<file path="src/hdl/rsd_pkg.sv">
// Shared types, constants and color expansion for the sprite pixel decoder.
`default_nettype none

package rsd_pkg;

	localparam int MAX_WIDTH_DEF  = 1024;
	localparam int MAX_HEIGHT_DEF = 1024;

	localparam int BYTE_W  = 8;
	localparam int CFG_W   = 11;
	localparam int CIDX_W  = 2;
	localparam int COORD_W = 10;
	localparam int ARGB_W  = 32;

	localparam int CFG_WIDTH_RST  = 1024;
	localparam int CFG_HEIGHT_RST = 1024;

	localparam logic [CIDX_W-1:0] CFG_IMAGE_WIDTH        = 2'd0;
	localparam logic [CIDX_W-1:0] CFG_IMAGE_HEIGHT       = 2'd1;
	localparam logic [CIDX_W-1:0] CFG_RED_TO_TRANSPARENT = 2'd2;

	localparam logic [BYTE_W-1:0] CMD_SKIP  = 8'hFF;
	localparam logic [BYTE_W-1:0] CMD_EMPTY = 8'h00;
	localparam logic [15:0]       KEY_COLOR = 16'hF81F;
	localparam logic [ARGB_W-1:0] PURE_RED  = 32'hFFFF0000;
	localparam logic [ARGB_W-1:0] SHADOW    = 32'h66000000;
	localparam logic [7:0]        OPAQUE    = 8'hFF;

	typedef enum logic [1:0] {
		PH_CMD,
		PH_SKIP,
		PH_LO,
		PH_HI
	} phase_t;

	typedef enum logic [1:0] {
		ST_ACCEPT,
		ST_DIV,
		ST_FINISH
	} state_t;

	typedef struct packed {
		logic clear;
		logic load_count;
		logic load_low;
		logic pixel;
		logic div_start;
		logic div_step;
		logic div_finish;
	} cmd_t;

	typedef struct packed {
		logic last_pixel;
		logic div_last;
		logic out_stall;
	} status_t;

	function automatic logic [ARGB_W-1:0] expand(input logic [15:0] c, input logic rtt);
		logic [ARGB_W-1:0] v;
		v = {OPAQUE, c[14:10], c[14:12], c[9:5], 1'b0, c[9:8], c[4:0], c[4:2]};
		if (v == PURE_RED && rtt) begin
			v = SHADOW;
		end
		return v;
	endfunction

endpackage

`default_nettype wire

</file>
<file path="src/hdl/rsd_if.sv">
// Channel interfaces: coded byte input, pixel output and register write.
`default_nettype none

interface rsd_byte_if;
	logic                         valid;
	logic                         ready;
	logic [rsd_pkg::BYTE_W-1:0]   stream_byte;
	logic                         image_start;
	modport source(output valid, output stream_byte, output image_start, input ready);
	modport sink(input valid, input stream_byte, input image_start, output ready);
endinterface

interface rsd_pixel_if;
	logic                         valid;
	logic                         ready;
	logic [rsd_pkg::COORD_W-1:0]  pixel_x;
	logic [rsd_pkg::COORD_W-1:0]  pixel_y;
	logic [rsd_pkg::ARGB_W-1:0]   argb;
	modport source(output valid, output pixel_x, output pixel_y, output argb, input ready);
	modport sink(input valid, input pixel_x, input pixel_y, input argb, output ready);
endinterface

interface rsd_cfg_if;
	logic                         valid;
	logic                         ready;
	logic [rsd_pkg::CIDX_W-1:0]   index;
	logic [rsd_pkg::CFG_W-1:0]    data;
	modport source(output valid, output index, output data, input ready);
	modport sink(input valid, input index, input data, output ready);
endinterface

`default_nettype wire

</file>
<file path="src/hdl/rsd_ctrl.sv">
// Parser and sequencing state machine of the sprite pixel decoder.
`default_nettype none

module rsd_ctrl (
	input  wire logic                       clk,
	input  wire logic                       arst_n,
	input  wire logic                       in_valid,
	output logic                            in_ready,
	input  wire logic [rsd_pkg::BYTE_W-1:0] stream_byte,
	input  wire logic                       image_start,
	input  wire rsd_pkg::status_t           status,
	output rsd_pkg::cmd_t                   cmd
);

	rsd_pkg::state_t state_q, state_d;
	rsd_pkg::phase_t phase_q, phase_d;
	rsd_pkg::phase_t cur_ph;

	always_ff @(posedge clk or negedge arst_n) begin
		if (!arst_n) begin
			state_q <= rsd_pkg::ST_ACCEPT;
			phase_q <= rsd_pkg::PH_CMD;
		end else begin
			state_q <= state_d;
			phase_q <= phase_d;
		end
	end

	always_comb begin
		state_d  = state_q;
		phase_d  = phase_q;
		cmd      = '0;
		in_ready = 1'b0;
		cur_ph   = image_start ? rsd_pkg::PH_CMD : phase_q;
		unique case (state_q)
			rsd_pkg::ST_ACCEPT: begin
				in_ready = !(phase_q == rsd_pkg::PH_HI && status.out_stall);
				if (in_valid && in_ready) begin
					cmd.clear = image_start;
					unique case (cur_ph)
						rsd_pkg::PH_CMD: begin
							if (stream_byte == rsd_pkg::CMD_SKIP) begin
								phase_d = rsd_pkg::PH_SKIP;
							end else if (stream_byte != rsd_pkg::CMD_EMPTY) begin
								cmd.load_count = 1'b1;
								phase_d        = rsd_pkg::PH_LO;
							end else begin
								phase_d = rsd_pkg::PH_CMD;
							end
						end
						rsd_pkg::PH_SKIP: begin
							cmd.div_start = 1'b1;
							phase_d       = rsd_pkg::PH_CMD;
							state_d       = rsd_pkg::ST_DIV;
						end
						rsd_pkg::PH_LO: begin
							cmd.load_low = 1'b1;
							phase_d      = rsd_pkg::PH_HI;
						end
						rsd_pkg::PH_HI: begin
							cmd.pixel = 1'b1;
							phase_d   = status.last_pixel ? rsd_pkg::PH_CMD : rsd_pkg::PH_LO;
						end
						default: phase_d = rsd_pkg::PH_CMD;
					endcase
				end
			end
			rsd_pkg::ST_DIV: begin
				cmd.div_step = 1'b1;
				if (status.div_last) begin
					state_d = rsd_pkg::ST_FINISH;
				end
			end
			rsd_pkg::ST_FINISH: begin
				cmd.div_finish = 1'b1;
				state_d        = rsd_pkg::ST_ACCEPT;
			end
			default: state_d = rsd_pkg::ST_ACCEPT;
		endcase
	end

endmodule

`default_nettype wire

</file>
<file path="src/hdl/rsd_dp.sv">
// Datapath: registers, position tracking, skip divider and pixel output register.
`default_nettype none

module rsd_dp #(
	parameter int MAX_WIDTH  = rsd_pkg::MAX_WIDTH_DEF,
	parameter int MAX_HEIGHT = rsd_pkg::MAX_HEIGHT_DEF
) (
	input  wire logic                        clk,
	input  wire logic                        arst_n,
	input  wire logic                        cfg_valid,
	input  wire logic [rsd_pkg::CIDX_W-1:0]  cfg_index,
	input  wire logic [rsd_pkg::CFG_W-1:0]   cfg_data,
	input  wire logic [rsd_pkg::BYTE_W-1:0]  stream_byte,
	input  wire rsd_pkg::cmd_t               cmd,
	input  wire logic                        out_ready,
	output rsd_pkg::status_t                 status,
	output logic                             out_valid,
	output logic [rsd_pkg::COORD_W-1:0]      pixel_x,
	output logic [rsd_pkg::COORD_W-1:0]      pixel_y,
	output logic [rsd_pkg::ARGB_W-1:0]       argb
);

	localparam int COL_W = $clog2(MAX_WIDTH);
	localparam int EW_W  = $clog2(MAX_WIDTH + 1);
	localparam int EH_W  = $clog2(MAX_HEIGHT + 1);
	localparam int POS_W = $clog2(MAX_WIDTH + 255);
	localparam int REM_W = EW_W + 1;
	localparam int CNT_W = $clog2(POS_W);
	localparam int CLW   = (EW_W > rsd_pkg::CFG_W) ? EW_W : rsd_pkg::CFG_W;
	localparam int CLH   = (EH_W > rsd_pkg::CFG_W) ? EH_W : rsd_pkg::CFG_W;
	localparam int CW    = (POS_W > EH_W) ? POS_W : EH_W;
	localparam int RST_W = (MAX_WIDTH < rsd_pkg::CFG_WIDTH_RST) ? MAX_WIDTH
		: rsd_pkg::CFG_WIDTH_RST;
	localparam int RST_H = (MAX_HEIGHT < rsd_pkg::CFG_HEIGHT_RST) ? MAX_HEIGHT
		: rsd_pkg::CFG_HEIGHT_RST;

	logic [EW_W-1:0]           eff_w_q;
	logic [EH_W-1:0]           eff_h_q;
	logic                      rtt_q;
	logic [rsd_pkg::BYTE_W-1:0] pixels_left_q;
	logic [rsd_pkg::BYTE_W-1:0] low_q;
	logic [COL_W-1:0]          column_q;
	logic [EH_W-1:0]           row_q;
	logic                      out_valid_q;
	logic [POS_W-1:0]          num_q;
	logic [REM_W-1:0]          rem_q;
	logic [CNT_W-1:0]          cnt_q;

	logic [15:0]               color;
	logic                      emit;
	logic [EW_W-1:0]           col_inc;
	logic [EH_W:0]             row_inc;
	logic [EH_W-1:0]           row_step;
	logic [REM_W-1:0]          trial;
	logic                      trial_ge;
	logic                      skip_sat;
	logic [EH_W-1:0]           row_skip;

	assign color    = {stream_byte, low_q};
	assign emit     = color != rsd_pkg::KEY_COLOR && EW_W'(column_q) < eff_w_q
		&& row_q < eff_h_q;
	assign col_inc  = EW_W'(column_q) + EW_W'(1);
	assign row_inc  = (EH_W + 1)'(row_q) + (EH_W + 1)'(1);
	assign row_step = (row_inc >= (EH_W + 1)'(eff_h_q)) ? eff_h_q : row_inc[EH_W-1:0];

	assign trial    = {rem_q[REM_W-2:0], num_q[POS_W-1]};
	assign trial_ge = trial >= REM_W'(eff_w_q);

	assign skip_sat = row_q >= eff_h_q || CW'(num_q) >= CW'(eff_h_q) - CW'(row_q);
	assign row_skip = skip_sat ? eff_h_q : row_q + EH_W'(num_q);

	assign status.last_pixel = pixels_left_q == rsd_pkg::BYTE_W'(1);
	assign status.div_last   = cnt_q == CNT_W'(POS_W - 1);
	assign status.out_stall  = out_valid_q && !out_ready;

	always_ff @(posedge clk or negedge arst_n) begin
		if (!arst_n) begin
			eff_w_q <= EW_W'(RST_W);
			eff_h_q <= EH_W'(RST_H);
			rtt_q   <= 1'b0;
		end else if (cfg_valid) begin
			unique case (cfg_index)
				rsd_pkg::CFG_IMAGE_WIDTH: begin
					if (cfg_data == '0) begin
						eff_w_q <= EW_W'(1);
					end else if (CLW'(cfg_data) > CLW'(MAX_WIDTH)) begin
						eff_w_q <= EW_W'(MAX_WIDTH);
					end else begin
						eff_w_q <= EW_W'(cfg_data);
					end
				end
				rsd_pkg::CFG_IMAGE_HEIGHT: begin
					if (CLH'(cfg_data) > CLH'(MAX_HEIGHT)) begin
						eff_h_q <= EH_W'(MAX_HEIGHT);
					end else begin
						eff_h_q <= EH_W'(cfg_data);
					end
				end
				rsd_pkg::CFG_RED_TO_TRANSPARENT: rtt_q <= cfg_data[0];
				default: ;
			endcase
		end
	end

	always_ff @(posedge clk or negedge arst_n) begin
		if (!arst_n) begin
			pixels_left_q <= '0;
			low_q         <= '0;
			column_q      <= '0;
			row_q         <= '0;
			out_valid_q   <= 1'b0;
		end else begin
			if (cmd.clear) begin
				low_q    <= '0;
				column_q <= '0;
				row_q    <= '0;
			end
			if (cmd.load_count) begin
				pixels_left_q <= stream_byte;
			end else if (cmd.clear) begin
				pixels_left_q <= '0;
			end else if (cmd.pixel) begin
				pixels_left_q <= pixels_left_q - rsd_pkg::BYTE_W'(1);
			end
			if (cmd.load_low) begin
				low_q <= stream_byte;
			end
			if (cmd.pixel) begin
				if (col_inc >= eff_w_q) begin
					column_q <= '0;
					row_q    <= row_step;
				end else begin
					column_q <= col_inc[COL_W-1:0];
				end
			end
			if (cmd.div_finish) begin
				column_q <= rem_q[COL_W-1:0];
				row_q    <= row_skip;
			end
			if (cmd.pixel && emit) begin
				out_valid_q <= 1'b1;
			end else if (out_ready) begin
				out_valid_q <= 1'b0;
			end
		end
	end

	always_ff @(posedge clk) begin
		if (cmd.div_start) begin
			num_q <= POS_W'(column_q) + POS_W'(stream_byte);
			rem_q <= '0;
			cnt_q <= '0;
		end else if (cmd.div_step) begin
			rem_q <= trial_ge ? trial - REM_W'(eff_w_q) : trial;
			num_q <= {num_q[POS_W-2:0], trial_ge};
			cnt_q <= cnt_q + CNT_W'(1);
		end
		if (cmd.pixel && emit) begin
			pixel_x <= rsd_pkg::COORD_W'(column_q);
			pixel_y <= rsd_pkg::COORD_W'(row_q);
			argb    <= rsd_pkg::expand(color, rtt_q);
		end
	end

	assign out_valid = out_valid_q;

endmodule

`default_nettype wire

</file>
<file path="src/hdl/rle_sprite_pixel_decoder_core.sv">
// Top level of the run-length coded sprite pixel decoder.
//
// byte_ch takes one byte of the coded stream per transfer; image_start on a
// byte clears position and parser before that byte is decoded as a command.
// pixel_ch gives one transfer per visible pixel: column, row and ARGB32 color.
// cfg writes image_width (index 0), image_height (1) and red_to_transparent
// (2); it is always ready and must only be used while the block is idle.
// Command, count and low color bytes never wait for the output register. A pixel appears on
// pixel_ch in the cycle after its high byte transfers. A skip count byte starts
// the one-bit-per-cycle restoring divider that wraps the column over the rows;
// it steps in ST_DIV, writes back in ST_FINISH, and byte_ch is not ready meanwhile.
// The pixel output register holds a result until taken; while it stalls,
// bytes still transfer unless the parser awaits a high color byte.
// Reset sets width and height to 1024 (clamped to the maximum), red mode off,
// and the parser to await a command byte at column 0, row 0.
`default_nettype none

module rle_sprite_pixel_decoder_core #(
	parameter int MAX_WIDTH  = rsd_pkg::MAX_WIDTH_DEF,
	parameter int MAX_HEIGHT = rsd_pkg::MAX_HEIGHT_DEF
) (
	input  wire logic    clk,
	input  wire logic    arst_n,
	rsd_byte_if.sink     byte_ch,
	rsd_pixel_if.source  pixel_ch,
	rsd_cfg_if.sink      cfg
);

	localparam int POS_W = $clog2(MAX_WIDTH + 255);

	rsd_pkg::cmd_t    cmd;
	rsd_pkg::status_t status;

	assign cfg.ready = 1'b1;

	rsd_ctrl u_ctrl (
		.clk         (clk),
		.arst_n      (arst_n),
		.in_valid    (byte_ch.valid),
		.in_ready    (byte_ch.ready),
		.stream_byte (byte_ch.stream_byte),
		.image_start (byte_ch.image_start),
		.status      (status),
		.cmd         (cmd)
	);

	rsd_dp #(
		.MAX_WIDTH  (MAX_WIDTH),
		.MAX_HEIGHT (MAX_HEIGHT)
	) u_dp (
		.clk         (clk),
		.arst_n      (arst_n),
		.cfg_valid   (cfg.valid && cfg.ready),
		.cfg_index   (cfg.index),
		.cfg_data    (cfg.data),
		.stream_byte (byte_ch.stream_byte),
		.cmd         (cmd),
		.out_ready   (pixel_ch.ready),
		.status      (status),
		.out_valid   (pixel_ch.valid),
		.pixel_x     (pixel_ch.pixel_x),
		.pixel_y     (pixel_ch.pixel_y),
		.argb        (pixel_ch.argb)
	);

`ifndef SYNTHESIS
	a_pixel_no_overwrite: assert property (@(posedge clk) disable iff (!arst_n)
		cmd.pixel |-> !status.out_stall)
		else $error("pixel decoded while output register stalled");

	a_div_length: assert property (@(posedge clk) disable iff (!arst_n)
		cmd.div_start |-> ##(POS_W + 1) cmd.div_finish)
		else $error("skip division did not finish on time");

	a_no_transfer_in_div: assert property (@(posedge clk) disable iff (!arst_n)
		(cmd.div_step || cmd.div_finish) |-> !byte_ch.ready)
		else $error("byte channel ready during skip division");
`endif

endmodule

`default_nettype wire
</file>
<file path="src/flat_wrapper.sv">
// flat-port wrapper written by rule: the top's interface ports become plain ports
module rle_sprite_pixel_decoder_core_flat 
#(
	parameter int MAX_WIDTH  = rsd_pkg::MAX_WIDTH_DEF,
	parameter int MAX_HEIGHT = rsd_pkg::MAX_HEIGHT_DEF
)
  (clk, arst_n, byte_ch_valid, byte_ch_stream_byte, byte_ch_image_start, byte_ch_ready, pixel_ch_valid, pixel_ch_pixel_x, pixel_ch_pixel_y, pixel_ch_argb, pixel_ch_ready, cfg_valid, cfg_index, cfg_data, cfg_ready);
  rsd_byte_if byte_ch_i ();
  rsd_pixel_if pixel_ch_i ();
  rsd_cfg_if cfg_i ();
  input  wire logic clk;
  input  wire logic arst_n;
  input wire logic [$bits(byte_ch_i.valid)-1:0] byte_ch_valid;
  input wire logic [$bits(byte_ch_i.stream_byte)-1:0] byte_ch_stream_byte;
  input wire logic [$bits(byte_ch_i.image_start)-1:0] byte_ch_image_start;
  output wire logic [$bits(byte_ch_i.ready)-1:0] byte_ch_ready;
  output wire logic [$bits(pixel_ch_i.valid)-1:0] pixel_ch_valid;
  output wire logic [$bits(pixel_ch_i.pixel_x)-1:0] pixel_ch_pixel_x;
  output wire logic [$bits(pixel_ch_i.pixel_y)-1:0] pixel_ch_pixel_y;
  output wire logic [$bits(pixel_ch_i.argb)-1:0] pixel_ch_argb;
  input wire logic [$bits(pixel_ch_i.ready)-1:0] pixel_ch_ready;
  input wire logic [$bits(cfg_i.valid)-1:0] cfg_valid;
  input wire logic [$bits(cfg_i.index)-1:0] cfg_index;
  input wire logic [$bits(cfg_i.data)-1:0] cfg_data;
  output wire logic [$bits(cfg_i.ready)-1:0] cfg_ready;
  assign byte_ch_i.valid = byte_ch_valid;
  assign byte_ch_i.stream_byte = byte_ch_stream_byte;
  assign byte_ch_i.image_start = byte_ch_image_start;
  assign byte_ch_ready = byte_ch_i.ready;
  assign pixel_ch_valid = pixel_ch_i.valid;
  assign pixel_ch_pixel_x = pixel_ch_i.pixel_x;
  assign pixel_ch_pixel_y = pixel_ch_i.pixel_y;
  assign pixel_ch_argb = pixel_ch_i.argb;
  assign pixel_ch_i.ready = pixel_ch_ready;
  assign cfg_i.valid = cfg_valid;
  assign cfg_i.index = cfg_index;
  assign cfg_i.data = cfg_data;
  assign cfg_ready = cfg_i.ready;
  rle_sprite_pixel_decoder_core #(.MAX_WIDTH(MAX_WIDTH), .MAX_HEIGHT(MAX_HEIGHT)) u_core (.clk(clk), .arst_n(arst_n), .byte_ch(byte_ch_i), .pixel_ch(pixel_ch_i), .cfg(cfg_i));
endmodule
</file>
<file path="config.mk">
export PLATFORM = sky130hd
export DESIGN_NAME = rle_sprite_pixel_decoder_core_flat
export DESIGN_NICKNAME = d
export VERILOG_FILES = /design/src/hdl/rsd_pkg.sv /design/src/hdl/rsd_if.sv /design/src/hdl/rsd_ctrl.sv /design/src/hdl/rsd_dp.sv /design/src/hdl/rle_sprite_pixel_decoder_core.sv /design/src/flat_wrapper.sv
export SDC_FILE = /design/constraint.sdc
export NUM_CORES = 1
export LEC_CHECK = 0
export ABC_CLOCK_PERIOD_IN_PS = 9500
export BUFFER_PORTS_ARGS = -buffer_cell sky130_fd_sc_hd__buf_2
export CAP_MARGIN = 10
export CORE_MARGIN = 3
export CORE_UTILIZATION = 60
export CTS_CLUSTER_DIAMETER = 120
export DETAILED_ROUTE_END_ITERATION = 8
export PLACE_DENSITY = 0.81
export SLEW_MARGIN = 20
export SYNTH_ARGS = -nofsm -noshare
export SYNTH_HDL_FRONTEND = slang
export SYNTH_SLANG_ARGS = --single-unit
</file>
<file path="constraint.sdc">
create_clock -name clk -period 9.5 [get_ports clk]
set_input_delay 0.95 -clock clk [delete_from_list [all_inputs] [get_ports clk]]
set_output_delay 0.95 -clock clk [all_outputs]
set_load 0.1 [all_outputs]
</file>
# Yosys cells after proc, flatten, opt, wreduce, memory -nomap -nowiden
# Cells that the tools add are included.
# word_totals
regBits,143
in_bits,27
output_inout_bits,55
word_cells,117
# classes
add_sub_neg,8
magnitude_cmp,8
eq_ne,16
muxes,43
reduce_logical,25
# op_table
op,n
$mux 11,11
$mux 10,4
$mux 8,5
$ge 11x11->1,3
$mux 32,1
$ge 12x11->1,2
$eq 23x23->1 const B,1
$sub 11x11->11,2
$ne 16x16->1 const B,1
$mux 2,7
$add 11x1->12 const B,1
$add 10x1->11 const B,1
$add 10x8->11,1
$add 11x11->11,1
$gt 11x11->1 const B,1
$logic_not 11->1,1
$lt 10x11->1,1
$lt 11x11->1,1
$mux 1,11
$eq 2x2->1 const B,5
$mux 5,2
$eq 8x1->1 const B,1
$eq 8x8->1 const B,1
$pmux 2 s4,1
16 further kinds,34

# Longest topological paths before layout
# logic_depth
depth_word,11
depth_mapped,18
depth_no_buf,17

# Cells and area by module
# From an unflattened synthesis, not the netlist that was laid out.
# unflattened
cells_unflattened,897
area_unflattened_um2,8878.5
# by_module_without_submodules
module,n_inst,cells_each,area_each_um2,seq_area_each_um2
rsd_dp,1,859,8562.0,3240.6
rsd_ctrl,1,36,305.3,100.1
rle_sprite_pixel_decoder_core,1,2,11.3,0.0

# Worst setup path before layout
# Ideal clock, no wire load.
# synth_timing
path_kind,reg-to-reg
startpoint,reg u_core.u_dp.row_q[2]
endpoint,reg u_core.u_dp.argb[11] in the netlist's numbering (enable)
setup_ns,0.429
t_arrival_ns,3.238
required_ns,9.071
path_slack_ns,5.833
path_stages_with_launch,10
path_buffers,0
period_less_slack_ns,3.667
cell_sequence,dfrtp_1 -> inv_1 -> ha_1 -> o211ai_2 -> a21oi_4 -> o221a_4 -> a41oi_4 -> nor2_1 -> nand4b_1 -> nor2_1
# synth_between
elab_chain_cells,3
# synth_rtl
item,line_no,rtl
"start, declared",rsd_dp.sv:43,logic [EH_W-1:0] row_q;
"start signal, assigned",rsd_dp.sv:131,row_q <= row_step;
"start signal, assigned",rsd_dp.sv:138,row_q <= row_skip;
$lt 11x11->1,rsd_dp.sv:61,&& row_q < eff_h_q;
$logic_and 1x1->1,rsd_dp.sv:61,
$logic_and 1x1->1,rsd_dp.sv:158,if (cmd.pixel && emit) begin
"end signal, assigned",rsd_dp.sv:161,"argb <= rsd_pkg::expand(color, rtt_q);"
"end, declared",rsd_dp.sv:20,output logic [rsd_pkg::ARGB_W-1:0] argb
# Every way passes these cells.
# A chain may end at the register's enable or synchronous reset.

# Worst setup path in the final report
# layout_timing
startpoint,reg u_core.u_dp.row_q[0]
endpoint,reg u_core.u_dp.row_q[7]
# layout_between
elab_chain_cells,6
word_cells_on_any_way,12
cone_classes,add/sub: 3; order compare: 3; mux: 5; reduce/logical: 1
# layout_rtl
item,line_no,rtl
$add 11x1->12,rsd_dp.sv:63,assign row_inc = (EH_W + 1)'(row_q) + (EH_W + 1)'(1);
$ge 12x11->1,rsd_dp.sv:64,assign row_step = (row_inc >= (EH_W + 1)'(eff_h_q)) ? eff_h_q : row_inc[EH_W-1:0];
$mux 11,rsd_dp.sv:64,
$mux 11,rsd_dp.sv:129,if (col_inc >= eff_w_q) begin
$mux 11,rsd_dp.sv:128,if (cmd.pixel) begin
$mux 11 *,rsd_dp.sv:136,if (cmd.div_finish) begin
# Every way passes the cells marked *; elsewhere a longest branch is shown, timed or not.

==> impl_metrics.toml <==
[run_status]
outcome = "finished, final reports clean"

[timing]
layout_setup_ws_ps = 5130
finalSetupTns_ps = 0
hold_viol = 0
finalClockSkew_ps = 7.72
period_share = 0.460
worst_pin_slew_ps = 1080
relSlewSlack = 0.278
fmax_ghz = 0.229
rsz0062_at_grt = "no"
drv_slew = 0
setup_viol = 0
period_needed_ps = 4370

[cts]
htree_num_levels = 4
clk_pin_slew_worst_paths_ps = 60
ctsLongestPathBuffers = 2
worstSkewPairLatency_ps = 430
cts_setup_buffers = 0
clkSinkCount = 127
cts_buffers = 17
postCtsHoldBufs = 0
cts-root-buf = "clkbuf_16"
cts_tree = "built"
post_cts_resized = 0

[yosys]
synth-xor-area-share = 0.0562
synth_compound_area_frac = 0.163
synth.mux.area_fraction = 0.0389
yosysTopAreaCellShare = 0.181
yosysWarnings = 0
avgSynthCellArea_um2 = 9.45
synth_fa_ha_area_frac = 0.137
synth_cells = 923
yosys-top-cells-count = "nand2_1, ha_1, o21ai_0, dfrtp_1, inv_1"
ys.flop_type = "dfrtp_1"
synth_area_leaders = "dfrtp_1, edfxtp_1, ha_1"
syn-cell-area_mm2 = 0.00872
synth_enable_flop_cells = 47
synthSimpleGateAreaFrac = 0.163
synth_top_family_by_area = "compound AO/OA/AOI/OAI gates"
yosysSeqAreaShare = 0.383
synth-seq-cells = 127
ys_async_sr_fraction = 0.512
synth_largest_area_cell = "dfrtp_1"
synth_most_common_cell = "nand2_1"
yosysUniqueCellTypes = 73

[power]
p_comb_frac = 0.493
clock_power_share = 0.216
sequentialPowerShare = 0.291
p_int_mw = 1.71
p_sw_frac = 0.426
p_switching_mw = 1.27
p_leak_nw = 4.37
powerDensity_mw_per_mm2 = 307
ir_drop_v = 0.000196

[placement]
post_dp_cell_area_mm2 = 0.00912
place.gp.congestion = 0.927
hpwl_mm = 16.0
place_ws_ps = 5260
io_buffer_count = 75

[floorplanning]
die_area_mm2 = 0.0160
start_util = 0.621
fp-row-count = 43
die_h_um = 127
coreArea_mm2 = 0.0140
dieWidth_um = 127
io_pins = 82

[layout]
fin_area_mm2 = 0.00974
antennaDiodeCount = 0
fin_util = 0.693
syn2layout_area_growth_pct = 11.6
fill_cells = 1037
final_layout_size_suffix_gt1_frac = 0.138
fin_nets = 1097

[drt]
first_pass_iters = 6
ant_nets = 0
drc_errors = 0
drt-total-wl_mm = 21.6
routedWlPerCell_um = 18.4
drt_iter0_drc = 692
viasPerCell = 6.14
vias = 7188

[critical_path]
cp.arrival_ps = 4650
path_max_fanout = 12
path_common_cell = "a21oi_1"
cp_slowest_stage_delay_ps = 830
cp-end-kind = "flop"
critPathRequiredTime_ps = 9780
crit_chain = "ha_1 -> inv_1 -> fa_1 -> a21o_2 -> a21oi_1 -> o22ai_1 -> nor2_1 -> o21bai_1 -> a21oi_1 -> xor2_1 -> ha_1 -> a21oi_1 -> o21ai_0 -> nor4_4 -> mux2i_1 -> o211ai_1"
critPathSlowestCell = "nor4_4"
critical_path_class = "flop to flop"
start_kind = "flop"

[global_routing]
grt_max_degree = 66
grt_pass1_wl_mm = 34.9
grtUsageTotal = 0.273
grt_pass1_vias = 6974
gr-total-overflow = 0
antenna_found_initial = 0

[min_path]
hp-class = "flop to flop"

[flow_run]
drv_cap = 0
## stage by stage
step	power (mW)	hold WS, ps	instances
after floorplan	2.02	438	927
after CTS	2.98	481	1169
after global routing	3.21	501	1170
after global placement	2.26	460	1137
final	2.99	482	1170
after detailed placement	2.32	460	1137
## cell type report
type	instances	area (um^2)	area share
well taps	180	225	0.0231
inverters	61	229	0.0235
clock inverters	14	158	0.0162
flip-flops and latches	127	3340	0.343
clock buffers	18	429	0.0441
multi-input cells	688	4910	0.504
repair buffers	82	448	0.0460
## sequential cells by signal, indices dropped and copies added (netlist names)
name,count
u_core.u_ctrl.phase_q,2
u_core.u_ctrl.state_q,2
u_core.u_dp.argb,16
u_core.u_dp.cnt_q,4
u_core.u_dp.column_q,10
u_core.u_dp.eff_h_q,11
u_core.u_dp.eff_w_q,11
u_core.u_dp.low_q,8
u_core.u_dp.num_q,11
u_core.u_dp.out_valid,1
u_core.u_dp.pixel_x,10
u_core.u_dp.pixel_y,10
u_core.u_dp.pixels_left_q,8
u_core.u_dp.rem_q,11
u_core.u_dp.row_q,11
u_core.u_dp.rtt_q,1
## path summary, 6_finish.rpt
kind / startpoint / to / slack, ps / cells after the start
max in group asynchronous: arst_n / u_core.u_dp.row_q[5] / 8220 / 2
max: u_core.u_dp.row_q[0] / u_core.u_dp.row_q[7] / 5130 / 16
min in group asynchronous: arst_n / u_core.u_dp.column_q[1] / 730 / 2
min reg2reg: u_core.u_dp.cnt_q[3] / u_core.u_ctrl.state_q[1] / 480 / 2
min: u_core.u_dp.cnt_q[3] / u_core.u_ctrl.state_q[1] / 480 / 2
max reg2reg: u_core.u_dp.row_q[0] / u_core.u_dp.row_q[7] / 5130 / 16
## placed cells by master (no fill, tap or decap), types with 4 or more instances in the layout
cell,instances
a21oi_1,35
nand2_1,99
mux2i_1,26
o21a_1,8
edfxtp_1,47
inv_1,61
a21boi_0,5
a21o_1,12
and2_1,11
clkbuf_16,17
nand3_1,30
a22oi_1,8
or3_1,5
nand4_1,12
mux2_2,7
o31ai_1,5
fa_1,4
buf_4,6
conb_1,6
and3_1,12
nand2b_1,16
clkinv_4,4
nor3_1,19
nor2b_1,10
a31oi_1,8
o21ai_0,80
a211oi_1,5
xor2_1,17
dfrtp_1,63
dfxtp_1,15
o22ai_1,4
nor2_1,35
xnor2_1,39
buf_2,75
ha_1,89
nor4_1,9
o21bai_1,5
a22o_1,6
o211ai_1,12
## metal layers
| layer | GRT usage | part of all wire | vias up |
|---|---|---|---|
| met5 | 0 | 0 | - |
| li1 | - | - | 3426 |
| met4 | 0.114 | 0.035 | 0 |
| met1 | 0.344 | 0.42 | 3409 |
| met2 | 0.453 | 0.48 | 296 |
| met3 | 0.0640 | 0.070 | 57 |
## power by group through the flow
stage               clock, mW  sequential [mW]  combinational [mW]
floorplan                   0            0.883                1.14
global placement            0            0.870                1.39
detailed placement          0            0.875                1.44
CTS                     0.652            0.867                1.46
global route            0.675            0.888                1.64
finish                  0.645            0.871                1.47
## cell families (layout without fill, tap and decap cells)
group / count (synthesis) / in the layout
and+or+nand+nor: 282 / 282
AOI/OAI and AO/OA: 218 / 218
DFF: 127 / 127
other: 2 / 6
muxes: 33 / 33
adders and majority gates: 93 / 93
buffers and inverters: 112 / 175
xor gates and xnor gates: 56 / 56
## critical path: cells and delay by family (launching register included)
kind | cells | cell delay (ps)
AO/OA/AOI/OAI | 8 | 1200
XOR/XNOR | 1 | 190
adder cells (fa/ha/maj) | 3 | 930
buffers and inverters | 1 | 60
flip-flops | 1 | 510
multiplexers | 1 | 300
AND/OR/NAND/NOR | 2 | 1020
(Power assumes the default switching activity.)
